**config.mk**
```make
export PLATFORM = sky130hd
export DESIGN_NAME = lru_register_shadow_cache_flat
export DESIGN_NICKNAME = d
export VERILOG_FILES = /design/src/rtl/lrsc_pkg.sv /design/src/rtl/lrsc_if.sv /design/src/rtl/lrsc_cmp.sv /design/src/rtl/lru_register_shadow_cache.sv /design/src/flat_wrapper.sv
export SDC_FILE = /design/constraint.sdc
export NUM_CORES = 1
export LEC_CHECK = 0
export BUFFER_PORTS_ARGS = -buffer_cell sky130_fd_sc_hd__buf_2
export CAP_MARGIN = 10
export CORE_UTILIZATION = 50
export CTS_BUF_LIST = sky130_fd_sc_hd__clkbuf_2
export CTS_CLUSTER_SIZE = 40
export DETAILED_ROUTE_END_ITERATION = 10
export PLACE_DENSITY = 0.7
export SLEW_MARGIN = 10
export SYNTH_ARGS = -nofsm -noshare
export SYNTH_HDL_FRONTEND = slang
export SYNTH_SLANG_ARGS = --single-unit
```
**constraint.sdc**
```tcl
create_clock -name clk -period 9.4 [get_ports clk]
set_clock_uncertainty 0.05 [all_clocks]
set_input_delay 1.41 -clock clk [delete_from_list [all_inputs] [get_ports clk]]
set_output_delay 1.41 -clock clk [all_outputs]
set_load 0.03 [all_outputs]
```
**src/rtl/lrsc_pkg.sv**
```systemverilog
`timescale 1ns / 1ps
package lrsc_pkg;

  localparam int NUM_SLOTS_DEF = 10;
  localparam int TAG_BITS_DEF  = 16;
  localparam int AGE_BITS_DEF  = 16;
  localparam int PIN_BITS_DEF  = 2;

  // fixed field widths of the channels
  localparam int REQ_W  = 3;
  localparam int LOC_W  = 16;
  localparam int SLOT_W = 4;
  localparam int ERR_W  = 3;

  localparam logic [REQ_W-1:0] REQ_ALLOC  = 3'd0;
  localparam logic [REQ_W-1:0] REQ_FREE   = 3'd1;
  localparam logic [REQ_W-1:0] REQ_SPILL  = 3'd2;
  localparam logic [REQ_W-1:0] REQ_REINIT = 3'd3;
  localparam logic [REQ_W-1:0] REQ_QUERY  = 3'd4;

  localparam logic [ERR_W-1:0] ERR_OK      = 3'd0;
  localparam logic [ERR_W-1:0] ERR_NO_SLOT = 3'd1;
  localparam logic [ERR_W-1:0] ERR_FREE    = 3'd2;
  localparam logic [ERR_W-1:0] ERR_PINNED  = 3'd3;
  localparam logic [ERR_W-1:0] ERR_BAD_REQ = 3'd4;

  // per-slot verdict of the compare unit
  typedef struct packed {
    logic match;
    logic pinned;
    logic take;
  } lrsc_cmp_t;

endpackage

```
**src/rtl/lrsc_if.sv**
```systemverilog
`timescale 1ns / 1ps
interface lrsc_in_if;
  logic                        valid;
  logic                        ready;
  logic [lrsc_pkg::REQ_W-1:0]  req_type;
  logic [lrsc_pkg::LOC_W-1:0]  location_tag;
  logic                        want_fill;
  logic [lrsc_pkg::SLOT_W-1:0] slot_index;
  logic                        mark_dirty;

  modport source (output valid, req_type, location_tag, want_fill, slot_index, mark_dirty,
                  input ready);
  modport sink (input valid, req_type, location_tag, want_fill, slot_index, mark_dirty,
                output ready);
endinterface

interface lrsc_out_if;
  logic                        valid;
  logic                        ready;
  logic [lrsc_pkg::SLOT_W-1:0] slot_out;
  logic                        hit;
  logic                        spill_valid;
  logic [lrsc_pkg::LOC_W-1:0]  spill_tag;
  logic                        fill_valid;
  logic [lrsc_pkg::ERR_W-1:0]  error_code;
  logic                        last;

  modport source (output valid, slot_out, hit, spill_valid, spill_tag, fill_valid,
                  error_code, last, input ready);
  modport sink (input valid, slot_out, hit, spill_valid, spill_tag, fill_valid,
                error_code, last, output ready);
endinterface

```
**src/rtl/lrsc_cmp.sv**
```systemverilog
`timescale 1ns / 1ps
module lrsc_cmp #(
  parameter int TAG_BITS = lrsc_pkg::TAG_BITS_DEF,
  parameter int AGE_BITS = lrsc_pkg::AGE_BITS_DEF,
  parameter int PIN_BITS = lrsc_pkg::PIN_BITS_DEF
) (
  input  logic                slot_valid,
  input  logic [TAG_BITS-1:0] slot_tag,
  input  logic [TAG_BITS-1:0] req_tag,
  input  logic [PIN_BITS-1:0] slot_pins,
  input  logic                slot_dirty,
  input  logic [AGE_BITS-1:0] slot_age,
  input  logic                best_found,
  input  logic                best_dirty,
  input  logic [AGE_BITS-1:0] best_age,
  output lrsc_pkg::lrsc_cmp_t res
);
  import lrsc_pkg::*;

  logic better;

  // clean beats dirty, then strictly older wins so ties keep the lower index
  always_comb begin
    if (slot_dirty != best_dirty) begin
      better = !slot_dirty;
    end else begin
      better = slot_age < best_age;
    end
  end

  always_comb begin
    res.match  = slot_valid && (slot_tag == req_tag);
    res.pinned = slot_pins != '0;
    res.take   = !res.pinned && (!best_found || better);
  end

endmodule

```
**src/rtl/lru_register_shadow_cache.sv**
```systemverilog
`timescale 1ns / 1ps
// allocate, query and spill-all scan one slot per cycle through a shared compare unit:
//   the result is registered from the finish state after the last slot, once the output is free
// spill-all then gives one result per dirty slot, at most one per cycle, in index order
// free, reinit and unknown requests register their result from the free or error state
// a new request is taken once the previous one has handed its last result to the output register
// synchronous active-low reset: all slots invalid, clean, unpinned, age zero, age counter one
module lru_register_shadow_cache #(
  parameter int NUM_SLOTS = lrsc_pkg::NUM_SLOTS_DEF,
  parameter int TAG_BITS  = lrsc_pkg::TAG_BITS_DEF,
  parameter int AGE_BITS  = lrsc_pkg::AGE_BITS_DEF,
  parameter int PIN_BITS  = lrsc_pkg::PIN_BITS_DEF
) (
  input  logic       clk,
  input  logic       rst_n,
  lrsc_in_if.sink    in_ch,
  lrsc_out_if.source out_ch
);
  import lrsc_pkg::*;

  localparam int IW = $clog2(NUM_SLOTS);
  localparam int CW = $clog2(NUM_SLOTS + 1);

  typedef enum logic [5:0] {
    S_IDLE  = 6'b000001,
    S_SCAN  = 6'b000010,
    S_FIN   = 6'b000100,
    S_FREE  = 6'b001000,
    S_SPILL = 6'b010000,
    S_ERR   = 6'b100000
  } state_t;

  state_t state_r, state_nxt;

  // slot pool
  logic [TAG_BITS-1:0]  tag_r   [NUM_SLOTS];
  logic [TAG_BITS-1:0]  tag_nxt [NUM_SLOTS];
  logic [AGE_BITS-1:0]  age_r   [NUM_SLOTS];
  logic [AGE_BITS-1:0]  age_nxt [NUM_SLOTS];
  logic [PIN_BITS-1:0]  pins_r  [NUM_SLOTS];
  logic [PIN_BITS-1:0]  pins_nxt[NUM_SLOTS];
  logic [NUM_SLOTS-1:0] valid_r, valid_nxt;
  logic [NUM_SLOTS-1:0] dirty_r, dirty_nxt;
  logic [AGE_BITS-1:0]  age_cnt_r, age_cnt_nxt;

  // request
  logic [REQ_W-1:0]    req_r, req_nxt;
  logic [TAG_BITS-1:0] rtag_r, rtag_nxt;
  logic                fill_r, fill_nxt;
  logic                mdirty_r, mdirty_nxt;
  logic [ERR_W-1:0]    err_r, err_nxt;

  // scan
  logic [IW-1:0]       ptr_r, ptr_nxt;
  logic                hit_r, hit_nxt;
  logic [IW-1:0]       hidx_r, hidx_nxt;
  logic                vfound_r, vfound_nxt;
  logic [IW-1:0]       vidx_r, vidx_nxt;
  logic                vdirty_r, vdirty_nxt;
  logic [AGE_BITS-1:0] vage_r, vage_nxt;
  logic                pin_any_r, pin_any_nxt;
  logic [CW-1:0]       cnt_r, cnt_nxt;

  // output register
  logic              ov_r, ov_nxt;
  logic [SLOT_W-1:0] o_slot_r, o_slot_nxt;
  logic              o_hit_r, o_hit_nxt;
  logic              o_sv_r, o_sv_nxt;
  logic [LOC_W-1:0]  o_st_r, o_st_nxt;
  logic              o_fv_r, o_fv_nxt;
  logic [ERR_W-1:0]  o_err_r, o_err_nxt;
  logic              o_last_r, o_last_nxt;

  logic                  in_fire, out_free, emit;
  logic [AGE_BITS-1:0]   stamp;
  logic [SLOT_W+IW-1:0]  idx_ext;
  logic [SLOT_W+IW-1:0]  ptr_ext;
  logic [LOC_W+TAG_BITS-1:0] loc_ext;
  logic [LOC_W+TAG_BITS-1:0] tag_ext;
  lrsc_cmp_t             cmp;

  lrsc_cmp #(
    .TAG_BITS(TAG_BITS),
    .AGE_BITS(AGE_BITS),
    .PIN_BITS(PIN_BITS)
  ) u_cmp (
    .slot_valid(valid_r[ptr_r]),
    .slot_tag  (tag_r[ptr_r]),
    .req_tag   (rtag_r),
    .slot_pins (pins_r[ptr_r]),
    .slot_dirty(dirty_r[ptr_r]),
    .slot_age  (age_r[ptr_r]),
    .best_found(vfound_r),
    .best_dirty(vdirty_r),
    .best_age  (vage_r),
    .res       (cmp)
  );

  assign in_ch.ready = state_r == S_IDLE;
  assign in_fire     = in_ch.valid && in_ch.ready;
  assign out_free    = !ov_r || out_ch.ready;
  assign stamp       = age_cnt_r;
  assign idx_ext     = {{IW{1'b0}}, in_ch.slot_index};
  assign ptr_ext     = {{SLOT_W{1'b0}}, ptr_r};
  assign loc_ext     = {{TAG_BITS{1'b0}}, in_ch.location_tag};
  assign tag_ext     = {{LOC_W{1'b0}}, tag_r[ptr_r]};

  always_comb begin
    state_nxt   = state_r;
    tag_nxt     = tag_r;
    age_nxt     = age_r;
    pins_nxt    = pins_r;
    valid_nxt   = valid_r;
    dirty_nxt   = dirty_r;
    age_cnt_nxt = age_cnt_r;
    req_nxt     = req_r;
    rtag_nxt    = rtag_r;
    fill_nxt    = fill_r;
    mdirty_nxt  = mdirty_r;
    err_nxt     = err_r;
    ptr_nxt     = ptr_r;
    hit_nxt     = hit_r;
    hidx_nxt    = hidx_r;
    vfound_nxt  = vfound_r;
    vidx_nxt    = vidx_r;
    vdirty_nxt  = vdirty_r;
    vage_nxt    = vage_r;
    pin_any_nxt = pin_any_r;
    cnt_nxt     = cnt_r;
    emit        = 1'b0;
    o_slot_nxt  = '0;
    o_hit_nxt   = 1'b0;
    o_sv_nxt    = 1'b0;
    o_st_nxt    = '0;
    o_fv_nxt    = 1'b0;
    o_err_nxt   = ERR_OK;
    o_last_nxt  = 1'b1;

    unique case (state_r)
      S_IDLE: begin
        if (in_fire) begin
          req_nxt     = in_ch.req_type;
          rtag_nxt    = loc_ext[TAG_BITS-1:0];
          fill_nxt    = in_ch.want_fill;
          mdirty_nxt  = in_ch.mark_dirty;
          ptr_nxt     = '0;
          hit_nxt     = 1'b0;
          vfound_nxt  = 1'b0;
          pin_any_nxt = 1'b0;
          cnt_nxt     = '0;
          unique case (in_ch.req_type) inside
            REQ_ALLOC, REQ_QUERY, REQ_SPILL: begin
              state_nxt = S_SCAN;
            end
            REQ_FREE: begin
              if (32'(in_ch.slot_index) < NUM_SLOTS) begin
                ptr_nxt   = idx_ext[IW-1:0];
                state_nxt = S_FREE;
              end else begin
                err_nxt   = ERR_FREE;
                state_nxt = S_ERR;
              end
            end
            REQ_REINIT: begin
              valid_nxt   = '0;
              dirty_nxt   = '0;
              age_cnt_nxt = AGE_BITS'(1);
              for (int i = 0; i < NUM_SLOTS; i++) begin
                pins_nxt[i] = '0;
                age_nxt[i]  = '0;
              end
              err_nxt   = ERR_OK;
              state_nxt = S_ERR;
            end
            default: begin
              err_nxt   = ERR_BAD_REQ;
              state_nxt = S_ERR;
            end
          endcase
        end
      end

      S_SCAN: begin
        if (cmp.match && !hit_r) begin
          hit_nxt  = 1'b1;
          hidx_nxt = ptr_r;
        end
        if (cmp.take) begin
          vfound_nxt = 1'b1;
          vidx_nxt   = ptr_r;
          vdirty_nxt = dirty_r[ptr_r];
          vage_nxt   = age_r[ptr_r];
        end
        pin_any_nxt = pin_any_r | cmp.pinned;
        cnt_nxt     = cnt_r + CW'(dirty_r[ptr_r]);
        if (ptr_r == IW'(NUM_SLOTS - 1)) begin
          state_nxt = S_FIN;
          if (req_r == REQ_SPILL) begin
            ptr_nxt = '0;
          end else if (hit_nxt || req_r == REQ_QUERY) begin
            ptr_nxt = hidx_nxt;
          end else begin
            ptr_nxt = vidx_nxt;
          end
        end else begin
          ptr_nxt = ptr_r + IW'(1);
        end
      end

      S_FIN: begin
        if (out_free) begin
          state_nxt = S_IDLE;
          emit      = 1'b1;
          case (req_r)
            REQ_ALLOC: begin
              if (hit_r) begin
                if (pins_r[ptr_r] != '1) begin
                  pins_nxt[ptr_r] = pins_r[ptr_r] + PIN_BITS'(1);
                end
                age_nxt[ptr_r] = stamp;
                o_slot_nxt     = ptr_ext[SLOT_W-1:0];
                o_hit_nxt      = 1'b1;
              end else if (vfound_r) begin
                o_slot_nxt       = ptr_ext[SLOT_W-1:0];
                o_sv_nxt         = dirty_r[ptr_r] && valid_r[ptr_r];
                o_st_nxt         = o_sv_nxt ? tag_ext[LOC_W-1:0] : '0;
                o_fv_nxt         = fill_r;
                tag_nxt[ptr_r]   = rtag_r;
                valid_nxt[ptr_r] = 1'b1;
                dirty_nxt[ptr_r] = 1'b0;
                pins_nxt[ptr_r]  = PIN_BITS'(1);
                age_nxt[ptr_r]   = stamp;
              end else begin
                o_err_nxt = ERR_NO_SLOT;
              end
            end
            REQ_QUERY: begin
              if (hit_r) begin
                o_slot_nxt = ptr_ext[SLOT_W-1:0];
                o_hit_nxt  = 1'b1;
              end
            end
            default: begin
              // spill-all: pins block it, nothing dirty gives one empty result
              if (pin_any_r) begin
                o_err_nxt = ERR_PINNED;
              end else if (cnt_r != '0) begin
                emit      = 1'b0;
                state_nxt = S_SPILL;
              end
            end
          endcase
          if (hit_r || vfound_r) begin
            if (req_r == REQ_ALLOC && age_cnt_r != '1) begin
              age_cnt_nxt = age_cnt_r + AGE_BITS'(1);
            end
          end
        end
      end

      S_SPILL: begin
        if (dirty_r[ptr_r]) begin
          if (out_free) begin
            emit             = 1'b1;
            o_slot_nxt       = ptr_ext[SLOT_W-1:0];
            o_sv_nxt         = 1'b1;
            o_st_nxt         = tag_ext[LOC_W-1:0];
            o_last_nxt       = cnt_r == CW'(1);
            dirty_nxt[ptr_r] = 1'b0;
            age_nxt[ptr_r]   = stamp;
            if (age_cnt_r != '1) begin
              age_cnt_nxt = age_cnt_r + AGE_BITS'(1);
            end
            cnt_nxt = cnt_r - CW'(1);
            ptr_nxt = ptr_r + IW'(1);
            if (cnt_r == CW'(1)) begin
              state_nxt = S_IDLE;
            end
          end
        end else begin
          ptr_nxt = ptr_r + IW'(1);
        end
      end

      S_FREE: begin
        if (out_free) begin
          emit      = 1'b1;
          state_nxt = S_IDLE;
          if (pins_r[ptr_r] == '0) begin
            o_err_nxt = ERR_FREE;
          end else begin
            dirty_nxt[ptr_r] = dirty_r[ptr_r] | mdirty_r;
            age_nxt[ptr_r]   = stamp;
            if (age_cnt_r != '1) begin
              age_cnt_nxt = age_cnt_r + AGE_BITS'(1);
            end
            pins_nxt[ptr_r] = pins_r[ptr_r] - PIN_BITS'(1);
            o_slot_nxt      = ptr_ext[SLOT_W-1:0];
          end
        end
      end

      S_ERR: begin
        if (out_free) begin
          emit      = 1'b1;
          o_err_nxt = err_r;
          state_nxt = S_IDLE;
        end
      end

      default: begin
        state_nxt = S_IDLE;
      end
    endcase

    if (emit) begin
      ov_nxt = 1'b1;
    end else if (out_ch.ready) begin
      ov_nxt = 1'b0;
    end else begin
      ov_nxt = ov_r;
    end
  end

  always_ff @(posedge clk) begin
    if (!rst_n) begin
      state_r   <= S_IDLE;
      ov_r      <= 1'b0;
      valid_r   <= '0;
      dirty_r   <= '0;
      age_cnt_r <= AGE_BITS'(1);
      for (int i = 0; i < NUM_SLOTS; i++) begin
        pins_r[i] <= '0;
        age_r[i]  <= '0;
      end
      ptr_r     <= '0;
      hit_r     <= 1'b0;
      vfound_r  <= 1'b0;
      pin_any_r <= 1'b0;
      cnt_r     <= '0;
    end else begin
      state_r   <= state_nxt;
      ov_r      <= ov_nxt;
      valid_r   <= valid_nxt;
      dirty_r   <= dirty_nxt;
      age_cnt_r <= age_cnt_nxt;
      pins_r    <= pins_nxt;
      age_r     <= age_nxt;
      ptr_r     <= ptr_nxt;
      hit_r     <= hit_nxt;
      vfound_r  <= vfound_nxt;
      pin_any_r <= pin_any_nxt;
      cnt_r     <= cnt_nxt;
    end
  end

  always_ff @(posedge clk) begin
    tag_r    <= tag_nxt;
    req_r    <= req_nxt;
    rtag_r   <= rtag_nxt;
    fill_r   <= fill_nxt;
    mdirty_r <= mdirty_nxt;
    err_r    <= err_nxt;
    hidx_r   <= hidx_nxt;
    vidx_r   <= vidx_nxt;
    vdirty_r <= vdirty_nxt;
    vage_r   <= vage_nxt;
    if (emit) begin
      o_slot_r <= o_slot_nxt;
      o_hit_r  <= o_hit_nxt;
      o_sv_r   <= o_sv_nxt;
      o_st_r   <= o_st_nxt;
      o_fv_r   <= o_fv_nxt;
      o_err_r  <= o_err_nxt;
      o_last_r <= o_last_nxt;
    end
  end

  assign out_ch.valid       = ov_r;
  assign out_ch.slot_out    = o_slot_r;
  assign out_ch.hit         = o_hit_r;
  assign out_ch.spill_valid = o_sv_r;
  assign out_ch.spill_tag   = o_st_r;
  assign out_ch.fill_valid  = o_fv_r;
  assign out_ch.error_code  = o_err_r;
  assign out_ch.last        = o_last_r;

`ifndef ASSERT_OFF
  a_age_nonzero: assert property (@(posedge clk) disable iff (!rst_n)
    age_cnt_r != '0)
    else $error("age counter reached zero");

  a_spill_count: assert property (@(posedge clk) disable iff (!rst_n)
    state_r == S_SPILL |-> cnt_r != '0)
    else $error("spill pass running with no dirty slot left");

  a_pinned_valid: assert property (@(posedge clk) disable iff (!rst_n)
    pins_r[ptr_r] != '0 |-> valid_r[ptr_r])
    else $error("pinned slot holds no tag");

  a_dirty_valid: assert property (@(posedge clk) disable iff (!rst_n)
    dirty_r[ptr_r] |-> valid_r[ptr_r])
    else $error("dirty slot holds no tag");

  a_mid_spill: assert property (@(posedge clk) disable iff (!rst_n)
    ov_r && !o_last_r |-> state_r == S_SPILL)
    else $error("non-final result outside the spill pass");
`endif

endmodule

```
**src/flat_wrapper.sv**
```systemverilog
// flat-port wrapper written by rule: the top's interface ports become plain ports
module lru_register_shadow_cache_flat import lrsc_pkg::*;
#(
  parameter int NUM_SLOTS = lrsc_pkg::NUM_SLOTS_DEF,
  parameter int TAG_BITS  = lrsc_pkg::TAG_BITS_DEF,
  parameter int AGE_BITS  = lrsc_pkg::AGE_BITS_DEF,
  parameter int PIN_BITS  = lrsc_pkg::PIN_BITS_DEF
)
  (clk, rst_n, in_ch_valid, in_ch_req_type, in_ch_location_tag, in_ch_want_fill, in_ch_slot_index, in_ch_mark_dirty, in_ch_ready, out_ch_valid, out_ch_slot_out, out_ch_hit, out_ch_spill_valid, out_ch_spill_tag, out_ch_fill_valid, out_ch_error_code, out_ch_last, out_ch_ready);
  lrsc_in_if in_ch_i ();
  lrsc_out_if out_ch_i ();
  input  logic clk;
  input  logic rst_n;
  input wire logic [$bits(in_ch_i.valid)-1:0] in_ch_valid;
  input wire logic [$bits(in_ch_i.req_type)-1:0] in_ch_req_type;
  input wire logic [$bits(in_ch_i.location_tag)-1:0] in_ch_location_tag;
  input wire logic [$bits(in_ch_i.want_fill)-1:0] in_ch_want_fill;
  input wire logic [$bits(in_ch_i.slot_index)-1:0] in_ch_slot_index;
  input wire logic [$bits(in_ch_i.mark_dirty)-1:0] in_ch_mark_dirty;
  output wire logic [$bits(in_ch_i.ready)-1:0] in_ch_ready;
  output wire logic [$bits(out_ch_i.valid)-1:0] out_ch_valid;
  output wire logic [$bits(out_ch_i.slot_out)-1:0] out_ch_slot_out;
  output wire logic [$bits(out_ch_i.hit)-1:0] out_ch_hit;
  output wire logic [$bits(out_ch_i.spill_valid)-1:0] out_ch_spill_valid;
  output wire logic [$bits(out_ch_i.spill_tag)-1:0] out_ch_spill_tag;
  output wire logic [$bits(out_ch_i.fill_valid)-1:0] out_ch_fill_valid;
  output wire logic [$bits(out_ch_i.error_code)-1:0] out_ch_error_code;
  output wire logic [$bits(out_ch_i.last)-1:0] out_ch_last;
  input wire logic [$bits(out_ch_i.ready)-1:0] out_ch_ready;
  assign in_ch_i.valid = in_ch_valid;
  assign in_ch_i.req_type = in_ch_req_type;
  assign in_ch_i.location_tag = in_ch_location_tag;
  assign in_ch_i.want_fill = in_ch_want_fill;
  assign in_ch_i.slot_index = in_ch_slot_index;
  assign in_ch_i.mark_dirty = in_ch_mark_dirty;
  assign in_ch_ready = in_ch_i.ready;
  assign out_ch_valid = out_ch_i.valid;
  assign out_ch_slot_out = out_ch_i.slot_out;
  assign out_ch_hit = out_ch_i.hit;
  assign out_ch_spill_valid = out_ch_i.spill_valid;
  assign out_ch_spill_tag = out_ch_i.spill_tag;
  assign out_ch_fill_valid = out_ch_i.fill_valid;
  assign out_ch_error_code = out_ch_i.error_code;
  assign out_ch_last = out_ch_i.last;
  assign out_ch_i.ready = out_ch_ready;
  lru_register_shadow_cache #(.NUM_SLOTS(NUM_SLOTS), .TAG_BITS(TAG_BITS), .AGE_BITS(AGE_BITS), .PIN_BITS(PIN_BITS)) u_core (.clk(clk), .rst_n(rst_n), .in_ch(in_ch_i), .out_ch(out_ch_i));
endmodule
```
# Word level (Yosys, flattened, before mapping)

Cells that the tools add are included.

Register bits: 470
Latch bits: 0
RAM bits: 0
ROM bits: 0
Bits of input ports: 29
Output and inout bits: 29
Memories kept: 0

$add $sub $neg: 6
Multiply operators: 0
Divide/modulo/power cells: 0
Magnitude comparators: 6
Equality and inequality tests: 38
Shifts and indexed selects: 0
Multiplexer cells: 152
Bitwise operators: 15
Reductions and logical operators: 48

Operator list:

| operator                                                        | count |
|---|---|
| 160-bit 2-to-1 mux                                              | 10 |
| 160-bit case mux with 4 select lines                            | 1 |
| 16-bit 2-to-1 mux                                               | 22 |
| 160-bit bitwise mux                                             | 2 |
| 20-bit 2-to-1 mux                                               | 9 |
| 10-bit 2-to-1 mux                                               | 14 |
| 16-bit binary-select mux with 4-bit select                      | 2 |
| 4-bit 2-to-1 mux                                                | 21 |
| 16-bit demux with 4-bit select                                  | 1 |
| 16-bit case mux with 4 select lines                             | 1 |
| 6-bit 2-to-1 mux                                                | 10 |
| 20-bit case mux with 3 select lines                             | 1 |
| 20-bit bitwise mux                                              | 2 |
| 10-bit case mux with 4 select lines                             | 1 |
| 4-bit case mux with 3 select lines                              | 3 |
| 16-bit case mux with 2 select lines                             | 1 |
| 6-bit case mux with 5 select lines                              | 1 |
| 1-bit 2-to-1 mux                                                | 22 |
| 2-bit by 1-bit != test with 1-bit output, second input constant | 11 |
| 10-bit AND                                                      | 2 |
| 10-bit NOT                                                      | 2 |
| 10-bit bitwise OR                                               | 2 |
| 10-bit case mux with 2 select lines                             | 1 |
| 10-bit AND reduction                                            | 2 |
| 65 further kinds                                                | 121 |

# Logic depth before layout (Yosys ltp)

Gate-level depths: netlist of run 1.

Depth after elaboration: 14
Gate-level depth with buffers: 20
Mapped depth without buffers: 13

# Hierarchy

A second synthesis of run 1 with hierarchy kept.

Cells, all modules: 1742
Area, all modules: 20514.7 um2

Modules (own cells, without submodules):

| module                    | instances | cells each | area an instance (um2) | sequential area each (um2) |
|---|---|---|---|---|
| lru_register_shadow_cache | 1         | 1663       | 19921.6                | 11741.3 |
| lrsc_cmp                  | 1         | 79         | 593.1                  | 0.0 |

# Worst setup path before layout of run 1

Ideal clock, no wire load.

Path type: reg-to-reg
Start: register u_core.ptr_r[0]
End: register u_core.vage_r[0] (enable)
Library setup time: 391 ps
Arrival time: 4806 ps
Data required time: 8959 ps
Slack: 4153 ps
Stages on the path, launching flop included: 20
Buffers on the path: 7
Clock period less this slack: 5247 ps
Path through: dfxtp_1 buf_6 buf_6 buf_4 buf_6 buf_4 buf_2 buf_2 mux4_2 mux2i_1 o22ai_1 ha_1 a21oi_1 nand2_1 a2111oi_0 a31oi_1 a21oi_1 maj3_1 nor2_1 nor2_1

Word-level cells in the longest chain between the ends: 9

RTL lines:

| element                                              | RTL line                         | RTL |
|---|---|---|
| start: declaration                                   | lru_register_shadow_cache.sv:54  | `logic [IW-1:0] ptr_r, ptr_nxt;` |
| start signal: assignment                             | lru_register_shadow_cache.sv:349 | `ptr_r <= ptr_nxt;` |
| 4-bit NOT with 5-bit output (not written as such)    | lru_register_shadow_cache.sv:92  | `.slot_age (age_r[ptr_r]),` |
| 16-bit binary-select mux with 4-bit select           | lru_register_shadow_cache.sv:92  |  |
| 16-bit 2-to-1 mux (not written as such) (2 in a row) | lru_register_shadow_cache.sv:92  |  |
| net u_core.u_cmp.slot_age[6]                         | lrsc_cmp.sv:12                   | `input logic [AGE_BITS-1:0] slot_age,` |
| 16-bit less-than comparator                          | lrsc_cmp.sv:27                   | `better = slot_age < best_age;` |
| 1-bit 2-to-1 mux                                     | lrsc_cmp.sv:24                   | `if (slot_dirty != best_dirty) begin` |
| 1-bit logical OR                                     | lrsc_cmp.sv:34                   | `res.take = !res.pinned && (!best_found \|\| better);` |
| 1-bit logical AND                                    | lrsc_cmp.sv:34                   |  |
| 2-bit AND reduction (no line)                        | --                               |  |
| end signal: assignment                               | lru_register_shadow_cache.sv:367 | `vage_r <= vage_nxt;` |
| end: declaration                                     | lru_register_shadow_cache.sv:60  | `logic [AGE_BITS-1:0] vage_r, vage_nxt;` |

The timed path passes the listed nets, and every way through them passes these cells. The select of a mux whose other input is x is not followed.
A chain may end at the register's enable or synchronous reset.

# Worst setup path after layout of run 1

Start: register u_core.ptr_r[0]
End: register u_core.vage_r[5] (enable)

Same word-level chain as after synthesis.

==> results of run 1 <==
==> routing by layer <==
layer / share of wire, % / track usage (%)
met1: 43 / 35.6
met2: 46 / 39.7
met3: 8.9 / 5.45
met4: 2.3 / 9.94
met5: 0 / 0
==> worst reg2reg max path: stages (launching register included) <==
cell                        delay [ns]
sky130_fd_sc_hd__dfxtp_4          0.86
sky130_fd_sc_hd__buf_4            0.58
sky130_fd_sc_hd__mux4_2           0.57
sky130_fd_sc_hd__mux2i_1          0.15
sky130_fd_sc_hd__o22ai_1          0.14
sky130_fd_sc_hd__ha_1             0.38
sky130_fd_sc_hd__a21oi_1          0.14
sky130_fd_sc_hd__nand2_1          0.07
sky130_fd_sc_hd__a2111oi_0        0.43
sky130_fd_sc_hd__a31oi_1          0.22
sky130_fd_sc_hd__a21oi_1          0.47
sky130_fd_sc_hd__maj3_1           0.32
sky130_fd_sc_hd__nor2_1           0.05
sky130_fd_sc_hd__nor2_1           0.09
sky130_fd_sc_hd__buf_4            0.29
==> cells by family (layout without fill, tap and decap cells) <==
logic type / Yosys count / count (layout) / synth area share (%)
simple gates: 544 / 544 / 13.6
buf+inv: 169 / 329 / 3.74
other cells: 0 / 1 / 0
mux: 153 / 153 / 10.6
xor+xnor: 29 / 29 / 1.20
fa+ha+maj: 27 / 27 / 1.58
flops: 469 / 469 / 55.4
compound gates: 406 / 406 / 13.8
==> metrics by stage <==
stage	instances	utilization [%]
2_1_floorplan	1797	-
3_3_place_gp	2293	52.0
3_5_place_dp	2293	52.0
4_1_cts	2495	54.4
5_1_grt	2497	54.4
6_report	2497	54.4
==> state kept, by name, summed over array words and instances (netlist names), 2 cells and up <==
register / flops
u_core.err_r: 2
u_core.vidx_r: 4
u_core.age_cnt_r: 16
u_core.valid_r: 10
u_core.vage_r: 16
u_core.cnt_r: 4
u_core.hidx_r: 4
u_core.age_r: 160
u_core.ptr_r: 4
u_core.out_ch.error_code: 3
u_core.out_ch.spill_tag: 16
u_core.rtag_r: 16
u_core.tag_r: 160
u_core.state_r: 6
u_core.req_r: 3
u_core.dirty_r: 10
u_core.pins_r: 20
u_core.out_ch.slot_out: 4
==> synth_stat cells, types with 8 or more instances <==
cell                       count
sky130_fd_sc_hd__a22oi_1     165
sky130_fd_sc_hd__buf_6        10
sky130_fd_sc_hd__xnor2_1      13
sky130_fd_sc_hd__or2_2         8
sky130_fd_sc_hd__or3_1         8
sky130_fd_sc_hd__clkbuf_1     69
sky130_fd_sc_hd__nand2_1      85
sky130_fd_sc_hd__nand4_1      12
sky130_fd_sc_hd__and2_1       18
sky130_fd_sc_hd__nor2b_1     170
sky130_fd_sc_hd__o21ai_0      41
sky130_fd_sc_hd__nor2_1      135
sky130_fd_sc_hd__buf_4         9
sky130_fd_sc_hd__mux4_2       56
sky130_fd_sc_hd__o22ai_1      29
sky130_fd_sc_hd__o21ai_2      10
sky130_fd_sc_hd__xor2_1       16
sky130_fd_sc_hd__nand3_1      21
sky130_fd_sc_hd__a21oi_1      44
sky130_fd_sc_hd__nor3_1       24
sky130_fd_sc_hd__mux2i_1      87
sky130_fd_sc_hd__o21a_1       23
sky130_fd_sc_hd__dfxtp_1     234
sky130_fd_sc_hd__a21boi_0     17
sky130_fd_sc_hd__buf_2        39
sky130_fd_sc_hd__inv_1        34
sky130_fd_sc_hd__mux2_2       10
sky130_fd_sc_hd__edfxtp_1    235
sky130_fd_sc_hd__a31oi_1      11
sky130_fd_sc_hd__ha_1         26
sky130_fd_sc_hd__o211ai_1     10
sky130_fd_sc_hd__and3_1       28
==> worst min-delay path by stage <==
stage                                      from                end  cells after the start
final                     in_ch_location_tag[9]   u_core.rtag_r[9]                      1
after detailed placement      u_core.valid_r[1]  u_core.valid_r[1]                      2
after floorplan               u_core.valid_r[6]  u_core.valid_r[6]                      2
after global routing      in_ch_location_tag[2]   u_core.rtag_r[2]                      1
after global placement        u_core.valid_r[6]  u_core.valid_r[6]                      2
after CTS                 in_ch_location_tag[9]   u_core.rtag_r[9]                      1
==> power groups by stage <==
| stage | logic [W] | registers, W | clock network, W |
|---|---|---|---|
| after floorplan | 0.00134 | 0.00240 | 0 |
| after global placement | 0.00188 | 0.00246 | 0 |
| after detailed placement | 0.00189 | 0.00246 | 0 |
| after CTS | 0.00190 | 0.00242 | 0.00135 |
| after global routing | 0.00204 | 0.00243 | 0.00146 |
| final | 0.00194 | 0.00242 | 0.00132 |
==> final cells by class <==
type / instances / area, um2
sequential: 469 / 11800
clock buffer: 159 / 796
multi-input combinational: 1159 / 8670
inverter: 37 / 139
fill: 3614 / 19100
tap: 539 / 674
timing repair buffer: 90 / 539
antenna: 1 / 2.50
clock inverter: 43 / 218
==> run metrics, run 1 <==
internal power component=0.00329 W; setup-violating endpoint count in the final report=0; wire length per cell=22.3 um; post-placement worst setup slack=4.33 ns; pwr/cell area=249 nW/um2; number of buffers inserted to repair setup after CTS=0; IO Port Bufs=57; count of pins on the block boundary=58; placed instance area=21,800 um2; start of the worst register-to-register path=u_core.ptr_r[0]; Mean Syn Cell Area=11.8 um2; slack of the worst reg-to-reg path=4.19 ns; die boundary height=208 um; top library cells by usage in the layout, fill and taps aside=sky130_fd_sc_hd__edfxtp_1 (235), sky130_fd_sc_hd__dfxtp_1 (230), sky130_fd_sc_hd__nor2b_1 (170); die width=208 um; GRT Total Usage=25.7%; kind of end point of the critical path=flip-flop; worst min-delay path category=input pin to flip-flop; top achievable clock speed=0.192 GHz; synthesized flop and latch total=469; Clock Latency Late Sink=1.19 ns; dominant synthesized flop cell=sky130_fd_sc_hd__edfxtp_1; routed vias/inst=6.08; Final Power=0.00568 W; Required @ worst endpoint=10.11 ns; Routed Antenna Nets=0; end point of the critical path=u_core.vage_r[5]; destination of the worst register-to-register timing path=u_core.vage_r[5]; total number of vias=15,171; wire length after detailed routing=55.7 mm; count of flip-flops with a built-in enable after synthesis=235; relative contribution of the clock network to total power=23.2%; CTS sink cnt=469; maximum root-to-sink buffer count=3; final HPWL from detailed placement=33.4 mm; Placer Congestion=0.915; Layout area overhead=7.59%; Remaining DRCs=0; Non-Filler Cell Area, Final=22,800 um2; number of clock buffers inserted by TritonCTS=115; register area share after synthesis=55.4%; leak pwr=7.93 nW; Crit path buffers/inverters=2; net switching power=0.00238 W; overflow left after global routing=0; commonest non-fill, non-tap cell in the layout=sky130_fd_sc_hd__edfxtp_1; part of the total power dissipated in combinational logic=34.2%; top area cells in the synthesized netlist=sky130_fd_sc_hd__edfxtp_1 (33%), sky130_fd_sc_hd__dfxtp_1 (22%), sky130_fd_sc_hd__mux4_2 (6.0%); maximum number of pins on one net before global-route repair=111; first-pass iteration count of the detailed router=6; CP top delay family=compound AO/OA/AOI/OAI gates; global-route wire length before repair=85.2 mm; length in cells of the worst reg-to-reg path=14; die area=43,200 um2; via count of the first global-routing pass=14,866; final hold violation count=0; most area-hungry cell type in the Yosys netlist=sky130_fd_sc_hd__edfxtp_1; total number of placement rows=75; arrival time at the worst endpoint=5.91 ns; run status=completed; relative contribution of sequential cells to total power=42.6%; number of gates given a new drive strength after cts=0; clock-pin slew on the worst setup and hold paths=0.12 ns; VDD IR max=0.000150 V; clock tree from TritonCTS=done; area inside the core boundary=41,900 um2; Starting DRT DRC Count=1,612; total of hold buffers inserted after clock tree synthesis=0; number of antenna violations at the first check in global routing=1; Critical Path Source Type=flip-flop; instance count on the critical path=14; cell breakdown of the critical path=buf_4 -> mux4_2 -> mux2i_1 -> o22ai_1 -> ha_1 -> a21oi_1 -> nand2_1 -> a2111oi_0 -> a31oi_1 -> a21oi_1 -> maj3_1 -> nor2_1 -> nor2_1 -> buf_4; final critical path time including I/O delays and setup=5.21 ns; max-slew violation count=0; total negative slack for setup checks=0 ns; post-synthesis cell type count=80; gate count after technology mapping=1,797; Initial Util=50.6%; setup repair after global routing missed its margin=no; number of nets at the end of the flow=1,927; CP Launch Point=u_core.ptr_r[0]; switching power as a share of total power=42.0%; Crit Path Class=flip-flop to flip-flop; proportion of layout cells with a drive suffix above 1=19.2%; number of levels the H-tree was split into=3; final critical-path setup slack=4.19 ns; Cell Area, Synth=21,200 um2; share of flip-flops with an asynchronous set or reset=0%; fraction of synthesized cell area taken by the top area cell type=33.3%; # Max-Cap Violations=0; delay of the slowest cell on the worst path=0.86 ns; share of the cycle needed by the critical path after routing=55.4%; final hold slack=0.343 ns; worst-path fanout max=41; slew at the pin with the worst max-slew slack=1.25 ns; total nets after synthesis=1,852; Root Buffer Master=sky130_fd_sc_hd__clkbuf_2; cell with the biggest individual delay on the critical path=sky130_fd_sc_hd__dfxtp_4; Max transition margin=16.5%; Syn. warnings=0
Note: power is estimated with default switching activity, not from simulation.
==> run 2: changes to the inputs <==
--- a/config.mk
+++ b/config.mk
@@ -5,13 +5,14 @@
 export SDC_FILE = /design/constraint.sdc
 export NUM_CORES = 1
 export LEC_CHECK = 0
+export ABC_AREA = 1
 export BUFFER_PORTS_ARGS = -buffer_cell sky130_fd_sc_hd__buf_2
 export CAP_MARGIN = 10
 export CORE_UTILIZATION = 50
 export CTS_BUF_LIST = sky130_fd_sc_hd__clkbuf_2
 export CTS_CLUSTER_SIZE = 40
 export DETAILED_ROUTE_END_ITERATION = 10
-export PLACE_DENSITY = 0.7
+export PLACE_DENSITY = 0.73
 export SLEW_MARGIN = 10
 export SYNTH_ARGS = -nofsm -noshare
 export SYNTH_HDL_FRONTEND = slang
==> constraint.sdc (replaced) <==
create_clock -name clk -period 4.2 [get_ports clk]
set_clock_uncertainty 0.05 [all_clocks]
set_input_delay 0.63 -clock clk [delete_from_list [all_inputs] [get_ports clk]]
set_output_delay 0.63 -clock clk [all_outputs]
set_load 0.03 [all_outputs]
==> run 2 against run 1 <==
Flip-flop and latch count stayed put. First-iteration DRC count is 27% higher. Register-to-register slack worse by 3.7 ns. Largest power group is now combinational cells. Global-route usage is 2.1 points higher. Die area is 1.5% higher. Critical path type unchanged. Count of clock-buffer cells in the layout is 31 higher.
==> run metrics, run 2 <==
relative contribution of sequential cells to total power=38.4%; first-pass iteration count of the detailed router=8; Clock Latency Late Sink=1.18 ns; part of the total power dissipated in combinational logic=39.6%; share of the cycle needed by the critical path after routing=87.7%; Critical Path Source Type=flip-flop; most instantiated library cell after synthesis=sky130_fd_sc_hd__nand2_1; top library cells by usage in the layout, fill and taps aside=sky130_fd_sc_hd__nand2_1 (811), sky130_fd_sc_hd__a21oi_1 (240), sky130_fd_sc_hd__edfxtp_1 (235); VDD IR max=0.000533 V; maximum number of pins on one net before global-route repair=106; most frequent cell on the critical path=sky130_fd_sc_hd__nand2_1; Mean Syn Cell Area=8.33 um2; commonest non-fill, non-tap cell in the layout=sky130_fd_sc_hd__nand2_1; count of pins on the block boundary=58; run status=completed; GRT Total Usage=27.8%; post-synthesis cell type count=55; total number of vias=18,985; Crit Path Class=flip-flop to flip-flop; synthesized flop and latch total=469; Layout area overhead=11.6%; Required @ worst endpoint=5.15 ns; gate count after technology mapping=2,579; setup repair after global routing missed its margin=no; clock-pin slew on the worst setup and hold paths=0.10 ns; setup-violating endpoint count in the final report=0; pwr/cell area=600 nW/um2; top area cells in the synthesized netlist=sky130_fd_sc_hd__edfxtp_1 (33%), sky130_fd_sc_hd__dfxtp_1 (22%), sky130_fd_sc_hd__nand2_1 (14%); clock tree from TritonCTS=done; relative contribution of the clock network to total power=22.0%; Initial Util=51.0%; global-route wire length before repair=95.9 mm; switching power as a share of total power=45.5%; total nets after synthesis=2,634; cell breakdown of the critical path=nand2_2 -> nor2_8 -> nand2_1 -> and3_1 -> ha_1 -> inv_1 -> o21ai_0 -> nand2_1 -> o21ai_2 -> nor3_2 -> inv_2 -> buf_4 -> nor3_2 -> buf_4 -> nand2_1 -> a21oi_1; Root Buffer Master=sky130_fd_sc_hd__clkbuf_2; net switching power=0.00654 W; count of flip-flops with a built-in enable after synthesis=235; proportion of layout cells with a drive suffix above 1=15.1%; share of flip-flops with an asynchronous set or reset=0%; fraction of synthesized cell area taken by the top area cell type=32.8%; start of the worst register-to-register path=u_core.ptr_r[3]; number of nets at the end of the flow=2,775; Routed Antenna Nets=0; layout filler cell count=3,733; via count of the first global-routing pass=18,308; Remaining DRCs=0; wire length per cell=18.1 um; Final Power=0.0144 W; final critical path time including I/O delays and setup=3.68 ns; routed vias/inst=5.64; area inside the core boundary=42,100 um2; Placer Congestion=0.928; kind of end point of the critical path=flip-flop; die boundary height=209 um; top flop regs=u_core.age_r (160), u_core.tag_r (160), u_core.pins_r (20); worst-path fanout max=20; Starting DRT DRC Count=2,042; HP Start=in_ch_location_tag[9]; final HPWL from detailed placement=36.6 mm; number of antenna violations at the first check in global routing=2; worst min-delay path category=input pin to flip-flop; number of buffers inserted to repair setup after CTS=0; IO Port Bufs=57; Cell Area, Synth=21,500 um2; top achievable clock speed=0.272 GHz; overflow left after global routing=0; Max transition margin=16.8%; wire length after detailed routing=61.0 mm; final hold violation count=0; slew at the pin with the worst max-slew slack=1.25 ns; total negative slack for setup checks=0 ns; maximum root-to-sink buffer count=3; Commonest cells post-synth=sky130_fd_sc_hd__nand2_1 (811), sky130_fd_sc_hd__a21oi_1 (240), sky130_fd_sc_hd__nor2_1 (238), sky130_fd_sc_hd__edfxtp_1 (235), sky130_fd_sc_hd__dfxtp_1 (234); register area share after synthesis=54.6%; arrival time at the worst endpoint=4.63 ns; number of clock buffers inserted by TritonCTS=118; CTS sink cnt=469; internal power component=0.00783 W; delay of the slowest cell on the worst path=0.61 ns; leak pwr=9.47 nW; # Max-Cap Violations=0; cell with the biggest individual delay on the critical path=sky130_fd_sc_hd__dfxtp_1; max-slew violation count=0; total number of placement rows=75; most area-hungry cell type in the Yosys netlist=sky130_fd_sc_hd__edfxtp_1; die area=43,800 um2; die width=209 um; CP Launch Point=u_core.ptr_r[3]; dominant synthesized flop cell=sky130_fd_sc_hd__edfxtp_1; number of levels the H-tree was split into=3; Syn. warnings=0
## run 2: cell count changes in the layout (fill, tap and decap cells not counted), sizes merged, moves of 87 or more
| cell | previous run | this run |
|---|---|---|
| o21ai | 53 | 146 |
| mux2i | 87 | 0 |
| a22oi | 165 | 0 |
| nor2b | 170 | 0 |
| nand3 | 21 | 117 |
| nand2 | 87 | 817 |
| a21oi | 44 | 241 |
| inv | 39 | 194 |
| nor2 | 135 | 250 |
## run 2: power by group through the flow
stage	logic (W)	registers (W)	clock network (W)
after global placement	0.00543	0.00560	0
after detailed placement	0.00550	0.00563	0
after global routing	0.00608	0.00556	0.00347
final	0.00569	0.00552	0.00316
after floorplan	0.00361	0.00562	0
after CTS	0.00555	0.00552	0.00322
## run 2: final timing paths
| kind | end | slack (ns) | cells after the start |
|---|---|---|---|
| max | u_core.age_r[66] | 0.52 | 16 |
| min reg2reg | u_core.age_r[136] | 0.42 | 2 |
| min | u_core.rtag_r[9] | 0.12 | 2 |
| max reg2reg | u_core.age_r[66] | 0.52 | 16 |
## run 2: cell families (layout without fill, tap and decap cells)
logic type / Yosys count / in the layout / share of synthesized area [%]
AO/OA/AOI/OAI: 480 / 480 / 12.3
XOR/XNOR: 6 / 6 / 0.244
adder cells (fa/ha/maj): 26 / 26 / 1.51
buffers and inverters: 328 / 569 / 6.24
flip-flops: 469 / 469 / 54.6
other: 0 / 6 / 0
AND/OR/NAND/NOR: 1270 / 1270 / 25.0
## run 2: critical path, delay by kind of cell, from the launching register on
family	cells	cell delay [ns]
adders and majority gates	1	0.20
and+or+nand+nor	8	1.47
AOI/OAI and AO/OA	3	0.31
DFF	1	0.61
buffers and inverters	4	0.87
## run 2: timing repair
item	4_1_cts	5_1_grt
gates resized for setup	0	0
endpoints found under the hold margin	53	0
setup endpoints to repair	0	0
hold buffers	37	0
## run 2: layer usage
layer	wire length (um)	GRT usage, %	share of wire, %
met5	0	0	0
met3	5610	5.82	9.2
met1	25000	36.1	41
met2	28500	45.2	47
met4	1910	11.9	3.1
## run 2: final cells by class
cell class                      instances  area [um2]  share of cell area, %
Sequential cell                       469       11700                   49.0
Multi-Input combinational cell       1782        8480                   35.4
Timing Repair Buffer                  156        1210                   5.04
Clock buffer                          190         951                   3.97
Inverter                              193         737                   3.07
Tap cell                              539         674                   2.81
Clock inverter                         30         160                  0.668
Antenna cell                            6        15.0                 0.0626
## run 2: through the flow
step / utilization [%] / setup slack [ns] / area (um2) / std cells / hold slack (ns)
global route: 56.9 / 0.350 / 24000 / 3365 / -0.00576
detailed placement: 53.3 / 0.653 / 22500 / 3102 / 0.402
floorplan: - / 0.257 / 21500 / 2579 / 0.381
CTS: 56.9 / 0.571 / 24000 / 3359 / 0.00694
finish: 56.9 / 0.518 / 24000 / 3365 / 0.118
global placement: 53.3 / 0.729 / 22500 / 3102 / 0.398
